File: src/rtl/sorted_list_insert_unit_defines.svh
// assertion macros for the sorted list insert unit
// used by rtl files that carry concurrent checks; expects clk and rst_n in scope
`ifndef SORTED_LIST_INSERT_UNIT_DEFINES_SVH
`define SORTED_LIST_INSERT_UNIT_DEFINES_SVH

`ifndef SYNTH
// condition holds at every edge out of reset
`define SLI_ASSERT_HOLDS(lbl, cond) \
  lbl: assert property (@(posedge clk) disable iff (!rst_n) (cond)) \
    else $error("sli check failed");
// same-cycle implication
`define SLI_ASSERT_IMPL(lbl, ante, cons) \
  lbl: assert property (@(posedge clk) disable iff (!rst_n) (ante) |-> (cons)) \
    else $error("sli check failed");
// next-cycle implication
`define SLI_ASSERT_NEXT(lbl, ante, cons) \
  lbl: assert property (@(posedge clk) disable iff (!rst_n) (ante) |=> (cons)) \
    else $error("sli check failed");
`else
`define SLI_ASSERT_HOLDS(lbl, cond)
`define SLI_ASSERT_IMPL(lbl, ante, cons)
`define SLI_ASSERT_NEXT(lbl, ante, cons)
`endif

`endif

File: src/rtl/sli_pkg.sv
// shared types and codes of the sorted list insert unit
// no dependencies
`default_nettype none

package sli_pkg;

  localparam int CAPACITY_DEF = 16;
  localparam int DATA_W       = 32;
  localparam int POS_W        = 4;

  typedef enum logic [1:0] {
    CMD_CLEAR  = 2'd0,
    CMD_APPEND = 2'd1,
    CMD_INSERT = 2'd2
  } cmd_t;

  typedef enum logic [1:0] {
    STAT_OK     = 2'd0,
    STAT_NOT_IN = 2'd1,
    STAT_FULL   = 2'd2
  } status_t;

  typedef struct packed {
    logic [1:0]                command;
    logic signed [DATA_W-1:0]  value;
  } in_word_t;

  typedef struct packed {
    logic signed [DATA_W-1:0]  element;
    logic [POS_W-1:0]          position;
    logic                      last;
    logic [1:0]                status;
  } out_word_t;

  // per-cycle command broadcast to every cell
  typedef struct packed {
    logic                      push;  // write data at index count
    logic                      pop;   // shift toward head, write data at count-1
    logic signed [DATA_W-1:0]  data;
  } cell_ctl_t;

  // compare results gathered from the cell row
  typedef struct packed {
    logic                      front;    // key below entry 0
    logic                      end_lt;   // last entry below key
    logic                      gap_any;  // some strict gap holds the key
    logic                      head_lt;  // entry 0 below key
    logic                      head_gt;  // key below entry 0
    logic signed [DATA_W-1:0]  head_data;
  } row_flags_t;

endpackage

`default_nettype wire

File: src/rtl/sli_cell.sv
// one storage cell of the list row: holds one entry and compares it to the key
// depends on sli_pkg
`default_nettype none

module sli_cell import sli_pkg::*; #(
  parameter int CAPACITY = CAPACITY_DEF,
  parameter int IDX      = 0,
  localparam int CNT_W   = $clog2(CAPACITY + 1)
) (
  input  wire                       clk,
  input  cell_ctl_t                 ctl,
  input  wire [CNT_W-1:0]           count,
  input  wire signed [DATA_W-1:0]   key,
  input  wire signed [DATA_W-1:0]   right_i,
  input  wire                       lt_left_i,
  output logic signed [DATA_W-1:0]  data_o,
  output logic                      lt_o,
  output logic                      gt_o,
  output logic                      last_lt_o,
  output logic                      gap_o
);

  logic signed [DATA_W-1:0] data_r;
  logic signed [DATA_W-1:0] data_nxt;
  logic                     is_tail;   // index count-1
  logic                     is_free;   // index count
  logic                     in_list;

  assign is_tail = (CNT_W'(IDX + 1) == count);
  assign is_free = (CNT_W'(IDX) == count);
  assign in_list = (CNT_W'(IDX) < count);

  always_comb begin
    data_nxt = data_r;
    if (ctl.pop) begin
      data_nxt = is_tail ? ctl.data : right_i;
    end else if (ctl.push && is_free) begin
      data_nxt = ctl.data;
    end
  end

  always_ff @(posedge clk) begin
    data_r <= data_nxt;
  end

  assign data_o    = data_r;
  assign lt_o      = (data_r < key);
  assign gt_o      = (key < data_r);
  assign last_lt_o = is_tail && lt_o;
  // gap between left neighbor and this cell
  assign gap_o     = (IDX != 0) && in_list && lt_left_i && gt_o;

endmodule

`default_nettype wire

File: src/rtl/sli_ctrl.sv
// command sequencer and output register of the sorted list insert unit
// depends on sli_pkg and sorted_list_insert_unit_defines.svh
`default_nettype none
`include "sorted_list_insert_unit_defines.svh"

module sli_ctrl import sli_pkg::*; #(
  parameter int CAPACITY = CAPACITY_DEF,
  localparam int CNT_W   = $clog2(CAPACITY + 1)
) (
  input  wire                       clk,
  input  wire                       rst_n,
  input  wire                       in_valid,
  output logic                      in_stall,
  input  in_word_t                  in_word,
  output logic                      out_valid,
  input  wire                       out_stall,
  output out_word_t                 out_word,
  input  row_flags_t                flags,
  output cell_ctl_t                 cell_ctl,
  output logic [CNT_W-1:0]          count,
  output logic signed [DATA_W-1:0]  key
);

  typedef enum logic [2:0] {
    S_IDLE  = 3'b001,
    S_CHECK = 3'b010,
    S_EMIT  = 3'b100
  } state_t;

  typedef enum logic [1:0] {
    MODE_NONE  = 2'd0,
    MODE_FRONT = 2'd1,
    MODE_END   = 2'd2,
    MODE_GAP   = 2'd3
  } mode_t;

  state_t                   state_r, state_nxt;
  mode_t                    mode_r, mode_nxt;
  status_t                  status_r, status_nxt;
  logic [CNT_W-1:0]         count_r, count_nxt;
  logic [CNT_W-1:0]         n_out_r, n_out_nxt;
  logic [CNT_W-1:0]         k_r, k_nxt;
  logic [CNT_W-1:0]         popped_r, popped_nxt;
  logic                     prev_lt_r, prev_lt_nxt;
  logic                     done_r, done_nxt;
  logic signed [DATA_W-1:0] key_r, key_nxt;
  logic                     out_valid_r, out_valid_nxt;
  out_word_t                out_word_r, out_word_nxt;
  logic                     out_ready;
  logic                     in_acc;
  logic                     emit_v;
  logic                     last_emit;
  logic                     ins_ok;

  assign out_ready = !out_valid_r || !out_stall;
  assign in_stall  = !((state_r == S_IDLE) && out_ready);
  assign in_acc    = in_valid && !in_stall;

  always_comb begin
    state_nxt     = state_r;
    mode_nxt      = mode_r;
    status_nxt    = status_r;
    count_nxt     = count_r;
    n_out_nxt     = n_out_r;
    k_nxt         = k_r;
    popped_nxt    = popped_r;
    prev_lt_nxt   = prev_lt_r;
    done_nxt      = done_r;
    key_nxt       = key_r;
    out_valid_nxt = out_ready ? 1'b0 : out_valid_r;
    out_word_nxt  = out_word_r;
    cell_ctl      = '0;
    emit_v        = 1'b0;
    last_emit     = 1'b0;
    ins_ok        = 1'b0;

    unique case (state_r)
      S_IDLE: begin
        if (in_acc) begin
          unique case (cmd_t'(in_word.command))
            CMD_CLEAR: begin
              count_nxt = '0;
            end
            CMD_APPEND: begin
              out_valid_nxt        = 1'b1;
              out_word_nxt.element = in_word.value;
              out_word_nxt.last    = 1'b1;
              if (count_r < CNT_W'(CAPACITY)) begin
                cell_ctl.push         = 1'b1;
                cell_ctl.data         = in_word.value;
                count_nxt             = count_r + CNT_W'(1);
                out_word_nxt.position = POS_W'(count_r);
                out_word_nxt.status   = STAT_OK;
              end else begin
                out_word_nxt.position = POS_W'(CAPACITY - 1);
                out_word_nxt.status   = STAT_FULL;
              end
            end
            CMD_INSERT: begin
              key_nxt   = in_word.value;
              state_nxt = S_CHECK;
            end
            default: ;
          endcase
        end
      end

      S_CHECK: begin
        k_nxt       = '0;
        popped_nxt  = '0;
        prev_lt_nxt = 1'b0;
        done_nxt    = 1'b0;
        state_nxt   = S_EMIT;
        if (count_r == CNT_W'(CAPACITY)) begin
          status_nxt = STAT_FULL;
          mode_nxt   = MODE_NONE;
        end else if (count_r == '0 || flags.front) begin
          status_nxt = STAT_OK;
          mode_nxt   = MODE_FRONT;
          ins_ok     = 1'b1;
        end else if (flags.end_lt) begin
          status_nxt = STAT_OK;
          mode_nxt   = MODE_END;
          ins_ok     = 1'b1;
        end else if (flags.gap_any) begin
          status_nxt = STAT_OK;
          mode_nxt   = MODE_GAP;
          ins_ok     = 1'b1;
        end else begin
          status_nxt = STAT_NOT_IN;
          mode_nxt   = MODE_NONE;
        end
        n_out_nxt = count_r + CNT_W'(ins_ok);
      end

      S_EMIT: begin
        if (out_ready) begin
          case (mode_r)
            MODE_FRONT: emit_v = !done_r;
            MODE_END:   emit_v = !done_r && (popped_r == count_r);
            MODE_GAP:   emit_v = !done_r && (popped_r != '0) && prev_lt_r && flags.head_gt;
            default:    emit_v = 1'b0;
          endcase
          cell_ctl.data = emit_v ? key_r : flags.head_data;
          if (emit_v) begin
            cell_ctl.push = 1'b1;
            count_nxt     = count_r + CNT_W'(1);
            done_nxt      = 1'b1;
          end else begin
            cell_ctl.pop  = 1'b1;
            popped_nxt    = popped_r + CNT_W'(1);
            prev_lt_nxt   = flags.head_lt;
          end
          last_emit             = ((k_r + CNT_W'(1)) == n_out_r);
          out_valid_nxt         = 1'b1;
          out_word_nxt.element  = cell_ctl.data;
          out_word_nxt.position = POS_W'(k_r);
          out_word_nxt.last     = last_emit;
          out_word_nxt.status   = status_r;
          k_nxt                 = k_r + CNT_W'(1);
          if (last_emit) begin
            state_nxt = S_IDLE;
          end
        end
      end

      default: state_nxt = S_IDLE;
    endcase
  end

  always_ff @(posedge clk) begin
    if (!rst_n) begin
      state_r     <= S_IDLE;
      count_r     <= '0;
      out_valid_r <= 1'b0;
      done_r      <= 1'b0;
      mode_r      <= MODE_NONE;
      status_r    <= STAT_OK;
    end else begin
      state_r     <= state_nxt;
      count_r     <= count_nxt;
      out_valid_r <= out_valid_nxt;
      done_r      <= done_nxt;
      mode_r      <= mode_nxt;
      status_r    <= status_nxt;
    end
  end

  always_ff @(posedge clk) begin
    n_out_r    <= n_out_nxt;
    k_r        <= k_nxt;
    popped_r   <= popped_nxt;
    prev_lt_r  <= prev_lt_nxt;
    key_r      <= key_nxt;
    out_word_r <= out_word_nxt;
  end

  assign out_valid = out_valid_r;
  assign out_word  = out_word_r;
  assign count     = count_r;
  assign key       = key_r;

  // list never grows past its capacity
  `SLI_ASSERT_HOLDS(a_count_bound, count_r <= CNT_W'(CAPACITY))
  // row command is either a rotate or a push, never both
  `SLI_ASSERT_HOLDS(a_push_pop_excl, !(cell_ctl.push && cell_ctl.pop))
  // a successful insert has placed the key by the final word
  `SLI_ASSERT_IMPL(a_insert_placed,
    state_r == S_EMIT && out_ready && last_emit && status_r == STAT_OK,
    done_r || emit_v)
  // without a placement the emitted length is the stored length
  `SLI_ASSERT_IMPL(a_plain_length,
    state_r == S_EMIT && mode_r == MODE_NONE, count_r == n_out_r)

endmodule

`default_nettype wire

File: src/rtl/sorted_list_insert_unit.sv
// sorted list insert unit: bounded list of signed 32-bit words in a row of cells
// timing: an append word appears in the cycle after acceptance; an insert first runs a
//   compare step, then emits count (+1 when placed) words, one per cycle while out_stall is low
// acceptance: in_stall stays high until the last word of an insert is emitted, so no new
//   command is taken during an insert; clear and append are taken when the output is ready
// reset: synchronous active-low rst_n empties the list, entries hold no reset value
`default_nettype none

module sorted_list_insert_unit import sli_pkg::*; #(
  parameter int CAPACITY = CAPACITY_DEF
) (
  input  wire        clk,
  input  wire        rst_n,
  input  wire        in_valid,
  output logic       in_stall,
  input  in_word_t   in_word,
  output logic       out_valid,
  input  wire        out_stall,
  output out_word_t  out_word
);

  localparam int CNT_W = $clog2(CAPACITY + 1);

  // row broadcast and gathered compare results
  cell_ctl_t                cell_ctl;
  row_flags_t               flags;
  logic [CNT_W-1:0]         count;
  logic signed [DATA_W-1:0] key;

  // per-cell taps
  logic signed [DATA_W-1:0] cell_data [CAPACITY];
  logic [CAPACITY-1:0]      lt_vec;
  logic [CAPACITY-1:0]      gt_vec;
  logic [CAPACITY-1:0]      last_lt_vec;
  logic [CAPACITY-1:0]      gap_vec;

  sli_ctrl #(
    .CAPACITY (CAPACITY)
  ) u_ctrl (
    .clk       (clk),
    .rst_n     (rst_n),
    .in_valid  (in_valid),
    .in_stall  (in_stall),
    .in_word   (in_word),
    .out_valid (out_valid),
    .out_stall (out_stall),
    .out_word  (out_word),
    .flags     (flags),
    .cell_ctl  (cell_ctl),
    .count     (count),
    .key       (key)
  );

  // cell 0 is the head of the row; a rotate moves every word one cell
  // toward the head and lands the emitted word at the tail
  for (genvar i = 0; i < CAPACITY; i++) begin : g_cell
    logic signed [DATA_W-1:0] right_data;
    logic                     left_lt;

    if (i == CAPACITY - 1) begin : g_end
      assign right_data = cell_data[i];
    end else begin : g_mid
      assign right_data = cell_data[i + 1];
    end

    if (i == 0) begin : g_head
      assign left_lt = 1'b0;
    end else begin : g_body
      assign left_lt = lt_vec[i - 1];
    end

    sli_cell #(
      .CAPACITY (CAPACITY),
      .IDX      (i)
    ) u_cell (
      .clk       (clk),
      .ctl       (cell_ctl),
      .count     (count),
      .key       (key),
      .right_i   (right_data),
      .lt_left_i (left_lt),
      .data_o    (cell_data[i]),
      .lt_o      (lt_vec[i]),
      .gt_o      (gt_vec[i]),
      .last_lt_o (last_lt_vec[i]),
      .gap_o     (gap_vec[i])
    );
  end

  // or-reduce the per-cell placement flags and take the head flags and data from cell 0
  always_comb begin
    flags.front     = gt_vec[0];
    flags.end_lt    = |last_lt_vec;
    flags.gap_any   = |gap_vec;
    flags.head_lt   = lt_vec[0];
    flags.head_gt   = gt_vec[0];
    flags.head_data = cell_data[0];
  end

endmodule

`default_nettype wire

File: config.mk
export PLATFORM = sky130hd
export DESIGN_NAME = sorted_list_insert_unit
export DESIGN_NICKNAME = d
export VERILOG_FILES = /design/src/rtl/sli_pkg.sv /design/src/rtl/sli_cell.sv /design/src/rtl/sli_ctrl.sv /design/src/rtl/sorted_list_insert_unit.sv
export VERILOG_INCLUDE_DIRS = /design/src /design/src/rtl
export SDC_FILE = /design/constraint.sdc
export NUM_CORES = 2
export LEC_CHECK = 0
export BUFFER_PORTS_ARGS = -buffer_cell sky130_fd_sc_hd__buf_2
export CAP_MARGIN = 10
export CORE_MARGIN = 4
export CORE_UTILIZATION = 45
export CTS_BUF_LIST = sky130_fd_sc_hd__clkbuf_8
export CTS_CLUSTER_DIAMETER = 200
export CTS_CLUSTER_SIZE = 40
export DETAILED_ROUTE_END_ITERATION = 8
export HOLD_SLACK_MARGIN = 0.12
export PLACE_DENSITY_LB_ADDON = 0.15
export SYNTH_ARGS = -nofsm -noshare
export SYNTH_HDL_FRONTEND = slang
export SYNTH_SLANG_ARGS = --single-unit
export TNS_END_PERCENT = 10
File: constraint.sdc
create_clock -name clk -period 6.6 [get_ports clk]
set_input_delay 0.99 -clock clk [delete_from_list [all_inputs] [get_ports clk]]
set_output_delay 0.99 -clock clk [all_outputs]
set_load 0.05 [all_outputs]
## Yosys cells after proc, flatten, opt, wreduce, memory -nomap -nowiden

Cells that the tools add are included.
W data, S select, Z words.

- Bits in registers: 613
- Bits of input ports: 38
- Output and inout bits: 41
- Logic and storage cells: 335

- $add $sub $neg: 4
- $lt $le $gt $ge: 48
- Eq/ne operators: 37
- Multiplexer cells: 110
- Reduce and logical (&&, ||, !) cells: 105

Operator list:

| kind | number |
|---|---|
| $mux W32 | 52 |
| $lt A32 B32 Y1 | 32 |
| $mux W39 | 3 |
| $pmux W39 S2 | 1 |
| $logic_and A1 B1 Y1 | 68 |
| $pmux W32 S2 | 1 |
| $eq A4 B5 Y1 const A | 8 |
| $lt A4 B5 Y1 const A | 8 |
| $pmux W5 S2 | 4 |
| $reduce_bool A2 Y1 | 18 |
| $mux W5 | 7 |
| $mux W34 | 1 |
| $mux W1 | 22 |
| $eq A3 B5 Y1 const A | 4 |
| $lt A3 B5 Y1 const A | 4 |
| $mux W2 | 8 |
| $reduce_or A16 Y1 | 1 |
| $add A5 B1 Y5 const B | 3 |
| $reduce_or A15 Y1 | 1 |
| $mux W3 | 4 |
| $eq A2 B5 Y1 const A | 2 |
| $eq A5 B5 Y1 | 2 |
| $lt A2 B5 Y1 const A | 2 |
| $ne A2 B1 Y1 const B | 5 |
| 26 further kinds | 43 |

## Depth between registers and ports, before layout

- Word-level depth: 13
- Mapped depth: 16
- Mapped depth without buffers: 16

## Cells and area by module

Synthesis repeated with hierarchy kept, for this count alone.

- Cell total of the unflattened synthesis: 3602
- Area, all modules: 41571.1 um^2

By module, submodules not included:

| module | instances | cells an instance | area an instance (um^2) | sequential area each (um^2) |
|---|---|---|---|---|
| sli_ctrl | 1 | 444 | 4986.0 | 2892.8 |
| sli_cell (g_cell[4].u_cell) | 1 | 200 | 2506.2 | 960.9 |
| sli_cell (g_cell[14].u_cell) | 1 | 199 | 2316.0 | 960.9 |
| sli_cell (g_cell[1].u_cell) | 1 | 198 | 2304.7 | 960.9 |
| sli_cell (g_cell[10].u_cell) | 1 | 199 | 2301.0 | 960.9 |
| sli_cell (g_cell[12].u_cell) | 1 | 200 | 2290.9 | 960.9 |
| sli_cell (g_cell[8].u_cell) | 1 | 198 | 2274.7 | 960.9 |
| sli_cell (g_cell[13].u_cell) | 1 | 196 | 2264.7 | 960.9 |
| sli_cell (g_cell[9].u_cell) | 1 | 198 | 2264.7 | 960.9 |
| sli_cell (g_cell[6].u_cell) | 1 | 199 | 2262.2 | 960.9 |
| sli_cell (g_cell[2].u_cell) | 1 | 198 | 2259.7 | 960.9 |
| sli_cell (g_cell[5].u_cell) | 1 | 196 | 2257.2 | 960.9 |
| sli_cell (g_cell[0].u_cell) | 1 | 196 | 2250.9 | 960.9 |
| sli_cell (g_cell[3].u_cell) | 1 | 193 | 2245.9 | 960.9 |
| 4 more rows | - | - | - | - |

## Worst setup path after synthesis

No wires, ideal clock.

- Kind: flip-flop to flip-flop
- From: register u_ctrl.key_r[27] (netlist: u_ctrl.key[27])
- To: register g_cell[10].u_cell.data_r[0], enable pin
- Library setup time: 466 ps
- Data arrival time: 5119 ps
- Data required time: 6134 ps
- Setup slack: 1015 ps
- Stages on the path, launching flop included: 14
- Path buffers: 2
- Clock period less this slack: 5585 ps
- Path through: edfxtp_1 > inv_1 > ha_1 > nand2_1 > or3_1 > nor4_2 > o31a_1 > o22ai_2 > o32a_1 > buf_6 > nor2_1 > nor2_1 > clkbuf_1 > o21ai_0

- Longest elaborated chain between the ends: 10
- Elaborated cells between the ends (all ways): 12
- Classes of those cells: order compare (1); mux (8); reduce/logical (3)

Ends and longest elaborated chain:

| item | RTL line | RTL |
|---|---|---|
| start, declared | sli_ctrl.sv:46 | `logic signed [DATA_W-1:0] key_r, key_nxt;` |
| start signal, assigned | sli_ctrl.sv:194 | `key_r <= key_nxt;` |
| $lt A32 B32 Y1 * | sli_cell.sv:48 | `assign gt_o = (key < data_r);` |
| $logic_and A1 B1 Y1 * | sli_ctrl.sv:141 | `MODE_GAP: emit_v = !done_r && (popped_r != '0) && prev_lt_r && flags.head_gt;` |
| $pmux W1 S3 * | sli_ctrl.sv:138 | `case (mode_r)` |
| $mux W1 * | sli_ctrl.sv:137 | `if (out_ready) begin` |
| $mux W1 * | sli_ctrl.sv:77 | `unique case (state_r)` |
| $mux W1 | sli_ctrl.sv:145 | `if (emit_v) begin` |
| $mux W34 * | sli_ctrl.sv:137 |  |
| $pmux W1 S2 | sli_ctrl.sv:77 |  |
| $logic_and A1 B1 Y1 | sli_cell.sv:37 | `end else if (ctl.push && is_free) begin` |
| $reduce_bool A2 Y1 (no source line) * | - |  |
| end signal, assigned | sli_cell.sv:43 | `data_r <= data_nxt;` |
| end, declared | sli_cell.sv:23 | `logic signed [DATA_W-1:0] data_r;` |

Every way passes the cells marked *; elsewhere a longest branch is shown, timed or not. The select of a mux whose other input is x is not followed.
A chain may end at the register's enable or synchronous reset.

## Final worst setup path

- From: register u_ctrl.key_r[29] (netlist: u_ctrl.key[29])
- To: register g_cell[4].u_cell.data_r[5], data pin

- Longest elaborated chain between the ends: 10
- Elaborated cells between the ends (all ways): 13
- Classes of those cells: order compare (1); mux (11); reduce/logical (1)

Ends and longest elaborated chain:

| item | RTL line | RTL |
|---|---|---|
| $lt A32 B32 Y1 * | sli_cell.sv:48 |  |
| $logic_and A1 B1 Y1 * | sli_ctrl.sv:141 |  |
| $pmux W1 S3 * | sli_ctrl.sv:138 |  |
| $mux W1 * | sli_ctrl.sv:137 |  |
| $mux W1 * | sli_ctrl.sv:77 |  |
| $mux W32 | sli_ctrl.sv:144 | `cell_ctl.data = emit_v ? key_r : flags.head_data;` |
| $mux W34 * | sli_ctrl.sv:137 |  |
| $pmux W32 S2 | sli_ctrl.sv:77 |  |
| $mux W32 (on tied branches) | sli_cell.sv:37, sli_cell.sv:36 |  |
| $mux W32 * | sli_cell.sv:35 | `if (ctl.pop) begin` |
| net g_cell[4].u_cell.data_nxt[5] | sli_cell.sv:24 | `logic signed [DATA_W-1:0] data_nxt;` |
| end signal, assigned | sli_cell.sv:43 |  |
| end, declared | sli_cell.sv:23 |  |

Mark *: on every way through the listed nets, which the timed path passes. The rest lies on a longest branch. The select of a mux whose other input is x is not followed.

==> flow_summary_export.csv <==
group,metric,value,unit
synthesis,synth_cell_type_count,77,
synthesis,syn_area,0.03768,mm^2
status,outcome,"finished clean",
clocking,clock_sinks,613,
power,power.internal,4.714,mW
sta,final_hold_viol_count,0,
power,p_sw_share,24.16,%
clocking,post_cts_buffers,0,
clocking,cts_hold_buf,0,
setup_path,reg2reg_depth,12,
synthesis,synthTopCellsByArea,"edfxtp_1, ha_1, a21oi_1, nor2_1, nand2_1",
place,io_buffers,78,
synthesis,synth-seq-cells,613,
detailed_routing,routed_wl,93930,um
layout,fin_nets,4106,
setup_path,worst_path_largest_cell_delay,0.83,ns
place,dpl_worst_slack,1.042,ns
sta,setup_viol,0,
clocking,cts_buffer_depth,3,
power,pwr-share-clk,23.4,%
detailed_routing,drtPass1Iterations,6,
setup_path,reg2reg_from,"u_ctrl.key[29]",
synthesis,ys_seq_area_share,48.48,%
run,cap_viol_max_count,0,
global_route,grt_pass1_wl,145800,um
layout,design_area,0.03933,mm^2
sta,tightest_slew,1.133,ns
setup_path,cp-start-kind,"flip-flop",
detailed_routing,ant_nets,0,
setup_path,critical_path_class,"reg -> reg",
synthesis,yosysMostFrequentCell,"a21oi_1",
power,power_frac_comb,7.6,%
sta,drv_slew,0,
synthesis,yosys_warnings,0,
setup_path,worst-path-max-fanout,64,
die,rows,105,
clocking,clkLatencyLatePin,0.75,ns
detailed_routing,route.detailed.wl_per_inst,20.30,um
sta,setup_ws,1.081,ns
setup_path,worst_ep_required_time,7.04,ns
setup_path,worstPathArrival,5.96,ns
synthesis,synthFlopType,"edfxtp_1",
synthesis,synth_commonest_cells,"a21oi_1, edfxtp_1, nor2_1",
power,finalPower,6.216,mW
sta,max_freq,0.1812,GHz
synthesis,syn_nets,4115,
die,ios,79,
synthesis,yosysTopAreaCell,"edfxtp_1",
detailed_routing,first_iter_violations,2000,
clocking,clkSlewWorstSetupHoldPaths,0.24,ns
setup_path,crit_path_frequent_cell,"nor2_1",
die,coreArea,0.08250,mm^2
clocking,cts_root_buf,"clkbuf_8",
clocking,cts_resized,0,
place,place_congestion,1.031,
setup_path,cp-startpoint,"u_ctrl.key[29]",
layout,syn2layout_area_growth,4.360,%
global_route,grt_pass1_vias,25919,
detailed_routing,drc,0,
clocking,cts_tree,"built",
sta,min_period,5.519,ns
die,die_area,0.08843,mm^2
power,p_sw,1.502,mW
sta,fin_skew,0.1193,ns
die,start_util,45.67,%
power,p_leak,17.04,nW
global_route,grt_max_degree,80,
sta,finalCritPeriodShare,83.62,%
hold_path,min_from,"in_word[30]",
hold_path,hold_path_class,"in -> reg",
synthesis,yosys.area.top_type_share,47.73,%
power,max-vdd-ir-drop,0.0001396,V
synthesis,synth_async_sr_flop_share,0,%
setup_path,worst_path_max_delay_cell,"nand2_2",
sta,setup_tns,0,ns
global_route,grt_util_all_layers,20.70,%
sta,whs,0.4740,ns
sta,slew_headroom,24.21,%
power,power_density,158.1,mW/mm^2
setup_path,path_cells,"inv_1 -> ha_1 -> nand4_1 -> or3_1 -> nor4_2 -> nand2_1 -> nor2_1 -> o32a_2 -> nor2b_4 -> nand2_2 -> nor2_1 -> a21oi_1",
global_route,antenna_found_initial,1,
synthesis,synth_edf_count,599,
place,dp_hpwl,74210,um
synthesis,synthCells,3557,
sta,rsz0062_at_grt,"false",
global_route,grt-ovfl-total,0,
setup_path,end_kind,"flip-flop",
die,die_x,297.4,um
layout,drive_gt1_share,7.259,%
detailed_routing,vias_per_cell,5.755,
clocking,numCtsBuffers,19,
power,seq_power_share,69.0,%
hold_path,min_path_cells,1,
clocking,htreeDepth,1,
place,dpl_cell_area,0.03900,mm^2
detailed_routing,vias,26622,
synthesis,synth.avg_cell_area,10.59,um^2
die,chipHeight,297.4,um
worst paths after layout:
| path | slack (ns) | endpoint |
|---|---|---|
| min reg2reg | 0.53 | u_ctrl.status_r[1] |
| min | 0.47 | u_ctrl.key[30] |
| max reg2reg | 1.08 | g_cell[4].u_cell.data_o[5] |
| max | 1.08 | g_cell[4].u_cell.data_o[5] |
metrics by stage:
stage / util, % / cells
floorplan: - / 3557
global placement: 47.27 / 4597
detailed placement: 47.27 / 4597
CTS: 47.66 / 4624
global route: 47.66 / 4625
finish: 47.67 / 4626
power groups by stage:
stage	sequential (mW)	combinational (mW)	clock, mW
after floorplan	4.40	0.289	0
after global placement	4.37	0.465	0
after detailed placement	4.38	0.475	0
after CTS	4.29	0.477	1.50
after global routing	4.29	0.535	1.61
final	4.29	0.474	1.45
cell families (layout without fill, tap and decap cells):
| family | after synthesis | count (layout) | synth area share [%] |
|---|---|---|---|
| other cells | 0 | 2 | 0 |
| compound gates | 1011 | 1011 | 15.72 |
| flops | 613 | 613 | 48.48 |
| xor+xnor | 26 | 26 | 0.6043 |
| mux | 41 | 41 | 1.106 |
| fa+ha+maj | 520 | 520 | 17.27 |
| simple gates | 1085 | 1085 | 13.21 |
| buf+inv | 261 | 258 | 3.622 |
cell usage in the layout, fill, tap and decap left out, types with 10 or more instances in the layout:
cell type	count
and4_1	13
a21oi_4	27
nor4_1	15
a31oi_1	10
nor2_1	584
a221oi_1	15
a211oi_1	19
edfxtp_1	599
nand4_1	100
a21o_1	45
ha_1	520
inv_2	27
inv_1	83
a21oi_1	677
xor2_1	17
o211ai_1	20
o21ai_4	12
buf_4	49
buf_2	78
clkbuf_8	19
mux2i_1	36
nor3_1	25
nor2b_1	23
nand2b_1	15
dfxtp_1	14
o21ai_0	102
nand2_1	173
a221o_1	11
nand3_1	70
critical path, delay by kind of cell (launching register included):
| kind | cells | cell delay, ns |
|---|---|---|
| and+or+nand+nor | 8 | 3.36 |
| adders and majority gates | 1 | 0.27 |
| buffers and inverters | 1 | 0.56 |
| AOI/OAI and AO/OA | 2 | 0.57 |
| DFF | 1 | 0.44 |
flip-flops by register name, indices dropped and copies added (netlist names):
signal and flops:
u_ctrl.k_r 5, u_ctrl.out_word 39, u_ctrl.n_out_r 5, u_ctrl.key 32
u_ctrl.popped_r 5, u_ctrl.mode_r 2, u_ctrl.state_r 3, u_ctrl.out_valid 1
g_cell.u_cell.data_o 512, u_ctrl.prev_lt_r 1, u_ctrl.done_r 1, u_ctrl.count 5
u_ctrl.status_r 2
layout make-up:
class | count | area, um^2
multi-input combinational | 2683 | 18250
clock buffer | 19 | 261.5
tap | 1070 | 1339
fill | 7618 | 43180
inverter | 104 | 390.4
sequential | 613 | 18270
clock inverter | 8 | 56.30
timing repair buffer | 127 | 758.2
antenna | 2 | 5.005
routing by layer:
metal  vias to the layer above  part of all wire (%)  GRT usage [%]
met5                         -                     0              0
met4                         0                   3.1          5.874
met3                       123                   4.8          2.700
met2                       630                    50          37.66
met1                     12618                    42          25.75
li1                      13251                     -              -
(Power assumes the default switching activity.)
